--- src/wsmc_pkg.sv ---
package wsmc_pkg;

    // number of chained matrix units
    localparam int UNITS = 4;
    localparam int UIDX_W = (UNITS > 1) ? $clog2(UNITS) : 1;
    localparam logic [UIDX_W-1:0] LAST_UNIT = UIDX_W'(UNITS - 1);

    localparam int ROWS = 8;
    localparam logic [2:0] LAST_ROW = 3'(ROWS - 1);

    // input item kinds
    localparam logic CMD_TICK  = 1'b0;
    localparam logic CMD_START = 1'b1;

    // configuration register indexes
    localparam logic CFG_WALK_SECONDS    = 1'b0;
    localparam logic CFG_COUNTDOWN_START = 1'b1;

    localparam logic [7:0] WALK_SECONDS_RST    = 8'd5;
    localparam logic [3:0] COUNTDOWN_START_RST = 4'd9;
    localparam logic [3:0] MAX_DIGIT           = 4'd9;

    localparam logic [3:0] GLYPH_HAND   = 4'd10;
    localparam logic [3:0] GLYPH_WALKER = 4'd11;

    typedef enum logic [1:0] {
        PH_HAND  = 2'd0,
        PH_WALK  = 2'd1,
        PH_COUNT = 2'd2
    } t_phase;

    typedef enum logic [1:0] {
        S_IDLE,
        S_STEP,
        S_EMIT
    } t_state;

    // row r of a glyph sits in bits [8r+7:8r]
    localparam logic [63:0] FONT [12] = '{
        64'h003C6666766E663C,
        64'h003C181818183818,
        64'h007E30180C06663C,
        64'h003C66061C06663C,
        64'h000C0C7E4C2C1C0C,
        64'h003C6606067C607E,
        64'h003C66667C60663C,
        64'h00303030180C067E,
        64'h003C66663C66663C,
        64'h003C66063E66663C,
        64'h18003C3C3C3C3C3C,
        64'h004224187E183C18
    };

    function automatic logic [7:0] font_row(input logic [3:0] glyph, input logic [2:0] row);
        logic [63:0] bits;
        bits = FONT[glyph];
        return bits[{row, 3'b000} +: 8];
    endfunction

endpackage

--- src/walk_signal_matrix_controller_core.sv ---
// channel   | direction | fields (low bit first)                          | handshake
// ----------+-----------+-------------------------------------------------+----------------------
// s_axis    | in        | tdata: unit[1:0]; tuser: cmd                    | tvalid && tready
// m_axis    | out       | tdata: row_address, unit_index, row_bits,       | tvalid && tready
//           |           |        latch_after; tlast: last                 |
// cfg       | in        | index (0 walk_seconds, 1 countdown_start), data | i_cfg_valid && o_cfg_ready
//
// a start request is taken from idle and produces nothing
// a tick steps the units one at a time through the shared step unit, then emits 8*UNITS
// packets, one per cycle while the output is not stalled
// output stalls pause emission; the final packet may still wait while the next item is taken
// synchronous active-low reset puts every unit in hand phase and restores register defaults
module walk_signal_matrix_controller_core (
    input  logic        i_clk,
    input  logic        i_rst_n,
    // input items
    input  logic        s_axis_tvalid,
    output logic        s_axis_tready,
    input  logic [7:0]  s_axis_tdata,   // [1:0] unit, rest zero
    input  logic        s_axis_tuser,   // [0] cmd
    // result items
    output logic        m_axis_tvalid,
    input  logic        m_axis_tready,
    output logic [15:0] m_axis_tdata,   // [3:0] row_address, [5:4] unit_index,
                                        // [13:6] row_bits, [14] latch_after, [15] zero
    output logic        m_axis_tlast,   // last
    // configuration writes
    input  logic        i_cfg_valid,
    output logic        o_cfg_ready,
    input  logic        i_cfg_index,
    input  logic [7:0]  i_cfg_data
);

    localparam int UW = wsmc_pkg::UIDX_W;

    // sequencer
    wsmc_pkg::t_state r_state, n_state;
    logic [UW-1:0]    r_idx, n_idx;
    logic [2:0]       r_row, n_row;

    // per-unit state
    wsmc_pkg::t_phase r_phase [wsmc_pkg::UNITS];
    wsmc_pkg::t_phase n_phase [wsmc_pkg::UNITS];
    logic [7:0]       r_walk  [wsmc_pkg::UNITS];
    logic [7:0]       n_walk  [wsmc_pkg::UNITS];
    logic [3:0]       r_digit [wsmc_pkg::UNITS];
    logic [3:0]       n_digit [wsmc_pkg::UNITS];

    // configuration
    logic [7:0] r_walk_seconds;
    logic [3:0] r_cd_start;

    // output register
    logic       r_out_valid, n_out_valid;
    logic [3:0] r_out_addr,  n_out_addr;
    logic [1:0] r_out_unit,  n_out_unit;
    logic [7:0] r_out_bits,  n_out_bits;
    logic       r_out_latch, n_out_latch;
    logic       r_out_last,  n_out_last;

    // shared step unit, fed by the unit at r_idx
    wsmc_pkg::t_phase cur_phase;
    logic [7:0]       cur_walk;
    logic [3:0]       cur_digit;
    wsmc_pkg::t_phase step_phase;
    logic [7:0]       step_walk;
    logic [3:0]       step_digit;
    logic [3:0]       load_digit;
    logic [3:0]       glyph;
    logic             out_free;

    assign cur_phase  = r_phase[r_idx];
    assign cur_walk   = r_walk[r_idx];
    assign cur_digit  = r_digit[r_idx];
    assign load_digit = (r_cd_start > wsmc_pkg::MAX_DIGIT) ? wsmc_pkg::MAX_DIGIT : r_cd_start;

    always_comb begin
        step_phase = cur_phase;
        step_walk  = cur_walk;
        step_digit = cur_digit;
        unique case (cur_phase)
            wsmc_pkg::PH_WALK: begin
                if (cur_walk != 8'd0) begin
                    step_walk = cur_walk - 8'd1;
                end
                // walk time used up: start the countdown
                if (step_walk == 8'd0) begin
                    step_phase = wsmc_pkg::PH_COUNT;
                    step_digit = load_digit;
                end
            end
            wsmc_pkg::PH_COUNT: begin
                if (cur_digit != 4'd0) begin
                    step_digit = cur_digit - 4'd1;
                end else begin
                    step_phase = wsmc_pkg::PH_HAND;
                end
            end
            default: begin
                // hand phase holds
            end
        endcase
    end

    // glyph shown by the unit at r_idx
    always_comb begin
        unique case (cur_phase)
            wsmc_pkg::PH_WALK:  glyph = wsmc_pkg::GLYPH_WALKER;
            wsmc_pkg::PH_COUNT: glyph = (cur_digit > wsmc_pkg::MAX_DIGIT) ?
                                        wsmc_pkg::MAX_DIGIT : cur_digit;
            default:            glyph = wsmc_pkg::GLYPH_HAND;
        endcase
    end

    assign out_free      = !r_out_valid || m_axis_tready;
    assign s_axis_tready = (r_state == wsmc_pkg::S_IDLE);

    // next state and datapath control
    always_comb begin
        n_state     = r_state;
        n_idx       = r_idx;
        n_row       = r_row;
        n_phase     = r_phase;
        n_walk      = r_walk;
        n_digit     = r_digit;
        n_out_valid = r_out_valid && !m_axis_tready;
        n_out_addr  = r_out_addr;
        n_out_unit  = r_out_unit;
        n_out_bits  = r_out_bits;
        n_out_latch = r_out_latch;
        n_out_last  = r_out_last;

        unique case (r_state)
            wsmc_pkg::S_IDLE: begin
                if (s_axis_tvalid) begin
                    if (s_axis_tuser == wsmc_pkg::CMD_START) begin
                        // start only takes effect from hand phase
                        for (int u = 0; u < wsmc_pkg::UNITS; u++) begin
                            if (int'(s_axis_tdata[1:0]) == u &&
                                r_phase[u] == wsmc_pkg::PH_HAND) begin
                                n_phase[u] = wsmc_pkg::PH_WALK;
                                n_walk[u]  = r_walk_seconds;
                            end
                        end
                    end else begin
                        n_state = wsmc_pkg::S_STEP;
                        n_idx   = '0;
                    end
                end
            end
            wsmc_pkg::S_STEP: begin
                n_phase[r_idx] = step_phase;
                n_walk[r_idx]  = step_walk;
                n_digit[r_idx] = step_digit;
                if (r_idx == wsmc_pkg::LAST_UNIT) begin
                    // emission starts at the last unit, row 0
                    n_state = wsmc_pkg::S_EMIT;
                    n_row   = 3'd0;
                end else begin
                    n_idx = r_idx + UW'(1);
                end
            end
            wsmc_pkg::S_EMIT: begin
                if (out_free) begin
                    n_out_valid = 1'b1;
                    n_out_addr  = 4'(r_row) + 4'd1;
                    n_out_unit  = 2'(r_idx);
                    n_out_bits  = wsmc_pkg::font_row(glyph, r_row);
                    n_out_latch = (r_idx == '0);
                    n_out_last  = (r_idx == '0) && (r_row == wsmc_pkg::LAST_ROW);
                    if (r_idx == '0) begin
                        n_idx = wsmc_pkg::LAST_UNIT;
                        n_row = r_row + 3'd1;
                        if (r_row == wsmc_pkg::LAST_ROW) begin
                            n_state = wsmc_pkg::S_IDLE;
                        end
                    end else begin
                        n_idx = r_idx - UW'(1);
                    end
                end
            end
            default: begin
                n_state = wsmc_pkg::S_IDLE;
            end
        endcase
    end

    always_ff @(posedge i_clk) begin
        if (!i_rst_n) begin
            r_state     <= wsmc_pkg::S_IDLE;
            r_idx       <= '0;
            r_row       <= 3'd0;
            r_out_valid <= 1'b0;
            for (int u = 0; u < wsmc_pkg::UNITS; u++) begin
                r_phase[u] <= wsmc_pkg::PH_HAND;
                r_walk[u]  <= 8'd0;
                r_digit[u] <= 4'd0;
            end
        end else begin
            r_state     <= n_state;
            r_idx       <= n_idx;
            r_row       <= n_row;
            r_out_valid <= n_out_valid;
            r_phase     <= n_phase;
            r_walk      <= n_walk;
            r_digit     <= n_digit;
        end
    end

    // output payload
    always_ff @(posedge i_clk) begin
        r_out_addr  <= n_out_addr;
        r_out_unit  <= n_out_unit;
        r_out_bits  <= n_out_bits;
        r_out_latch <= n_out_latch;
        r_out_last  <= n_out_last;
    end

    // configuration registers, always ready
    assign o_cfg_ready = 1'b1;

    always_ff @(posedge i_clk) begin
        if (!i_rst_n) begin
            r_walk_seconds <= wsmc_pkg::WALK_SECONDS_RST;
            r_cd_start     <= wsmc_pkg::COUNTDOWN_START_RST;
        end else if (i_cfg_valid) begin
            unique case (i_cfg_index)
                wsmc_pkg::CFG_WALK_SECONDS:    r_walk_seconds <= i_cfg_data;
                wsmc_pkg::CFG_COUNTDOWN_START: r_cd_start     <= i_cfg_data[3:0];
            endcase
        end
    end

    assign m_axis_tvalid = r_out_valid;
    assign m_axis_tdata  = {1'b0, r_out_latch, r_out_bits, r_out_unit, r_out_addr};
    assign m_axis_tlast  = r_out_last;

endmodule

--- config.mk ---
export PLATFORM = sky130hd
export DESIGN_NAME = walk_signal_matrix_controller_core
export DESIGN_NICKNAME = d
export VERILOG_FILES = /design/src/wsmc_pkg.sv /design/src/walk_signal_matrix_controller_core.sv
export SDC_FILE = /design/constraint.sdc
export NUM_CORES = 1
export LEC_CHECK = 0
export ABC_CLOCK_PERIOD_IN_PS = 6600
export BUFFER_PORTS_ARGS = -buffer_cell sky130_fd_sc_hd__buf_2
export CELL_PAD_IN_SITES_DETAIL_PLACEMENT = 2
export CELL_PAD_IN_SITES_GLOBAL_PLACEMENT = 2
export CORE_ASPECT_RATIO = 1.5
export CORE_MARGIN = 10
export CORE_UTILIZATION = 40
export DETAILED_ROUTE_END_ITERATION = 8
export PLACE_DENSITY_LB_ADDON = 0.1
export SYNTH_ARGS = -nofsm -noshare
export SYNTH_HDL_FRONTEND = slang
export SYNTH_SLANG_ARGS = --single-unit
--- constraint.sdc ---
create_clock -name i_clk -period 6.6 [get_ports i_clk]
set_input_delay 0.33 -clock i_clk [delete_from_list [all_inputs] [get_ports i_clk]]
set_output_delay 0.33 -clock i_clk [all_outputs]
set_load 0.01 [all_outputs]
* After elaboration in Yosys (flattened, before gate mapping)
Memories as Yosys holds them, arrays and structs flattened.
Cells that the tools add are included.
** Word-level totals
- Bits in latches :: 0
- Register bits after elaboration :: 92
- Output and inout bits :: 20
- Memories kept :: 1
- Logic and storage cells :: 158
- RAM bits :: 0
- Memory bits (read-only) :: 1024
** Memories
- (name not given) :: words 16, bits a word 64, read ports 1, clocked after memory_dff 0, wr ports 0, line wsmc_pkg.sv:56 : bits = FONT[glyph];
** Cells by class
- Shift operators :: 1
- Multiplexer cells :: 65
- Bitwise gates (word level) :: 3
- Add/sub/neg operators :: 6
- Order comparisons :: 5
- Equal/unequal tests :: 21
- Reduce and logical (&&, ||, !) cells :: 33
- Multiply operators :: 0
- Divide/modulo/power cells :: 0
** Operators with widths (number)
- 64-bit two-way mux :: 2
- 8-bit two-way mux :: 12
- 32-bit two-way mux :: 2
- 32-bit case mux with 2 select lines :: 1
- 64-bit by 7-bit variable part select with 8-bit output :: 1
- 2-bit two-way mux :: 20
- 32-bit bitwise mux :: 1
- 4-bit two-way mux :: 7
- 4-bit AND reduction :: 5
- 8-bit binary-select mux with 2-bit select :: 1
- 16-bit bitwise mux :: 1
- 8-bit demux with 2-bit select :: 1
- 4-bit case mux with 2 select lines :: 2
- 8-bit case mux with 2 select lines :: 1
- 2-bit zero test :: 7
- 2-bit != test (second input constant) :: 7
- 2-bit case mux with 3 select lines :: 2
- 2-bit equality test (second input constant) :: 5
- 2-bit by 1-bit != test with 1-bit output (second input constant) :: 5
- 3-bit two-way mux :: 3
- 4-bit binary-select mux with 2-bit select :: 1
- 8-bit bitwise mux :: 1
- 4-bit demux with 2-bit select :: 1
- 4-bit greater-than comparator (second input constant) :: 2
- other kinds (30) :: 43

* Logic depth before layout (Yosys ltp)
- Word-level depth :: 12
- Gate-level depth with buffers :: 16

* Least setup slack after synthesis
OpenSTA, ideal clock, no wires.
- Kind :: register -> register
- Start :: register r_idx[1]
- End :: register r_out_bits[4] (data pin)
- Setup time :: 270 ps
- Path buffers :: 3
- Cell stages (with the launch flop) :: 14
- Path slack :: 2765 ps
- Data arrival time :: 3565 ps
- Path through :: dfxtp_1 > buf_6 > buf_6 > mux4_2 > inv_1 > ha_1 > clkbuf_1 > nor2_1 > a311oi_1 > ha_1 > and2_1 > or3_1 > a211oi_1 > o22ai_1
** On the way
- Cells in the longest elaborated chain, start to end :: 12
- Elaborated cells on any way between the ends :: 17
** Ends and longest elaborated chain
- start: declaration :: line walk_signal_matrix_controller_core.sv:38 : logic [UW-1:0] r_idx, n_idx;
- start signal: assignment :: line walk_signal_matrix_controller_core.sv:201 : r_idx <= n_idx;
- 2-bit NOT with 3-bit output (implied by the code) * :: line walk_signal_matrix_controller_core.sv:72, walk_signal_matrix_controller_core.sv:74
- 4-bit binary-select mux with 2-bit select :: line walk_signal_matrix_controller_core.sv:74 : assign cur_digit = r_digit[r_idx];
- 4-bit two-way mux (implied by the code) (2 in series) :: line walk_signal_matrix_controller_core.sv:74
- 4-bit greater-than comparator :: line walk_signal_matrix_controller_core.sv:109 : wsmc_pkg::PH_COUNT: glyph = (cur_digit > wsmc_pkg::MAX_DIGIT) ?
- 4-bit two-way mux :: line walk_signal_matrix_controller_core.sv:109
- 4-bit case mux with 2 select lines * :: line walk_signal_matrix_controller_core.sv:107 : unique case (cur_phase)
- 4-bit NOT with 5-bit output (implied by the code) * :: line wsmc_pkg.sv:56
- memory read 16 x 64 bit *
- 64-bit two-way mux (implied by the code) * (2 in series) :: line wsmc_pkg.sv:56
- 64-bit by 7-bit variable part select with 8-bit output * :: line wsmc_pkg.sv:57 : return bits[{row, 3'b000} +: 8];
- end signal: assignment :: line walk_signal_matrix_controller_core.sv:214 : r_out_bits <= n_out_bits;
- end: declaration :: line walk_signal_matrix_controller_core.sv:57 : logic [7:0] r_out_bits, n_out_bits;
Every way passes the cells marked *; elsewhere a longest branch is shown, timed or not. The select of a mux whose other input is x is not followed.
A chain may end at the register's enable or synchronous reset.

* Final worst setup path
- Start :: register r_idx[0]
- End :: register r_out_bits[5] (data pin)
The elaborated chain is that of the path after synthesis.

==> impl_metrics.toml <==
[outcome]
status = "finished clean"

[timing]
hold_viol = 0
maxSlewViolCount = 0
fin_crit_sh_pct = 71.3
min_period_ns = 4.71
fin_skew_ns = 0.00885
finalSetupViolations = 0
max_freq_ghz = 0.213
relSlewSlack_pct = 19.5
rsz0062_at_grt = "no"
tightest_slew_ns = 1.20
worst_hold_slack_ns = 0.237
tns_ns = 0

[power]
peakVddDrop_uv = 203
leakagePower_uw = 0.00215
p_per_area_nw_per_um2 = 417

[place]
placed_cell_area_sq_um = 5920
io_buffers = 32
dp.cells = 866
globalplace.congestion = 0.918
dp_hpwl_mm = 14.3

[grt]
grt_pass1_wl_mm = 31.4
first_global_vias = 5824
grt_max_degree = 83
grt_usage_pct = 19.5
grt.overflow.total = 0
antenna_found_initial = 0

[layout]
area_growth_pct = 8.87
final_area_sq_um = 6190
layout-drive-gt1-share_pct = 14.1
num_antenna_cells = 0
fin_nets = 731
seq_area_sq_um = 1940
final_cells = 882
final_util_pct = 44.2
multi_input_area_sq_um = 3430
num-fill-cells = 1560

[worst_setup_path]
critical_path_class = "flop to flop"
crit_arrival_ns = 4.82
crit_slowest_cell = "dfxtp_1"
cpPeakStageDelay_ns = 0.85
rrSetupSlack_ns = 1.89
cp-end-kind = "flop"
crit_path_start_kind = "flop"
crit_chain = "mux4_2 -> inv_1 -> ha_1 -> nor2_1 -> o21ai_0 -> a311oi_1 -> buf_4 -> inv_1 -> ha_1 -> nor2_1 -> a211oi_1 -> a211oi_1 -> or3_1 -> a31oi_1"
crit_required_ns = 6.71
cp_max_fo = 13

[floorplanning]
rows = 53
num_io_pins = 43
start_util_pct = 40.6
die_h_microns = 166
core-area_sq_um = 14000
die_w_microns = 117
die_area_sq_um = 19500

[drt]
vias = 5261
wire_per_inst_microns = 22.0
drc = 0
drt-initial-drc-count = 289
detail-route-antenna-nets = 0
viasPerCell = 5.96
dr.pass1.iters = 4
drt-total-wl_mm = 19.4

[clock_network]
cts_buffers = 9
clk_latency_ns = 0.34
cts_tree = "done"
cts_root_buf = "clkbuf_16"
cts.sinks = 90
clk_pin_slew_ns = 0.07
clockBufferDepth = 2
cts_resized = 0
cts.htree.levels = 3
post_cts_buffers = 0
cts.hold.buffers_added = 0

[synth]
ys_async_sr_fraction_pct = 0
synth_edf_count = 14
synth.area.top_cells = "dfxtp_1 (27%), a21oi_1 (7.7%), edfxtp_1 (7.4%)"
synth.cells.most_frequent = "a21oi_1 (88), nand2_1 (87), dfxtp_1 (76), o21ai_0 (74), nor2_1 (37)"
ys_seq_area_share_pct = 34.2
synth.distinct_cells = 70
yosys.area.top_type_share_pct = 26.8
yosysMostFrequentCell = "a21oi_1"
ys_ff_latch = 90
syn_inst = 684
synth_largest_area_cell = "dfxtp_1"
ys_warn_count = 0
synth_area_sq_um = 5690
postSynthAreaPerCell_sq_um = 8.31
synth_ff_type = "dfxtp_1"

[flow_run]
maxCapViolations = 0

[hold_path]
hp-class = "input pin to flop"
[power by group]
part | total [uW] | switching, uW | leakage (uW) | internal (uW)
Combinational | 1320 | 864 | 0.00129 | 460
Clock | 483 | 229 | 0.000125 | 254
Sequential | 774 | 85.3 | 0.000736 | 689
[cell usage in the layout (no fill, tap or decap), types with 10 or more instances in the layout]
cell      count
ha_1         23
nor2_1       37
a21boi_0     14
buf_2        32
o21ai_0      74
nand2_1      87
edfxtp_1     14
a21oi_1      87
dfxtp_1      76
o211ai_1     13
mux4_2       14
mux2i_1      10
nand3_1      27
nor2b_1      13
inv_1        22
[routing by layer]
metal	vias to the layer above	routed length [microns]	share of wire [%]	global-route usage [%]
li1	2482	-	-	-
met1	2683	7310	38	19.4
met2	63	11100	57	38.8
met3	33	366	1.9	2.42
met4	0	625	3.2	8.52
met5	-	0	0	0
[critical path: cells and delay by family (launching register included)]
kind	cells	cell delay [ns]
AOI/OAI and AO/OA	5	1.27
DFF	1	0.85
muxes	1	0.69
adders and majority gates	2	0.60
and+or+nand+nor	3	0.59
buffers and inverters	3	0.48
[cell type report]
cell class	count	share of cell area (%)
Clock buffer	9	3.64
Clock inverter	7	0.728
Inverter	22	1.33
Multi-Input combinational cell	522	55.5
Sequential cell	90	31.4
Tap cell	192	3.88
Timing Repair Buffer	40	3.56
[kinds of logic (layout without fill, tap and decap cells)]
| kind of cell | Yosys count | after routing | share of synthesized area (%) |
|---|---|---|---|
| AO/OA/AOI/OAI | 252 | 252 | 28.0 |
| flip-flops | 90 | 90 | 34.2 |
| AND/OR/NAND/NOR | 212 | 212 | 18.0 |
| adder cells (fa/ha/maj) | 23 | 23 | 5.06 |
| XOR/XNOR | 2 | 2 | 0.308 |
| multiplexers | 29 | 29 | 8.30 |
| other | 2 | 4 | 0.132 |
| buffers and inverters | 74 | 78 | 6.01 |
[flip-flops by register name, summed over array words and instances (netlist names), 2 cells and up]
register and cells:
r_idx 2, r_out_bits 6, r_cd_start 4, r_row 3
r_state 2, r_digit 16, r_walk_seconds 8, r_out_unit 2
r_phase 8, r_walk 32, r_out_addr 4
[worst paths after layout]
kind	startpoint	end	cells past startpoint
worst min register to register	r_cd_start[0]$_SDFFE_PN1P_	r_cd_start[0]$_SDFFE_PN1P_	2
worst max register to register	r_idx[0]$_SDFFE_PN0P_	r_out_bits[5]$_DFFE_PP_	14
worst min-delay path	i_cfg_data[2]	r_walk_seconds[2]$_SDFFE_PN1P_	3
worst max-delay path	r_idx[0]$_SDFFE_PN0P_	r_out_bits[5]$_DFFE_PP_	14
[metrics by stage]
stage	power, uW	worst slack (ns)
floorplan	1730	2.77
global placement	2020	1.95
detailed placement	2100	1.91
CTS	2590	1.86
global route	2770	1.71
finish	2580	1.89
No activity file was read; power rests on OpenSTA's default activity.
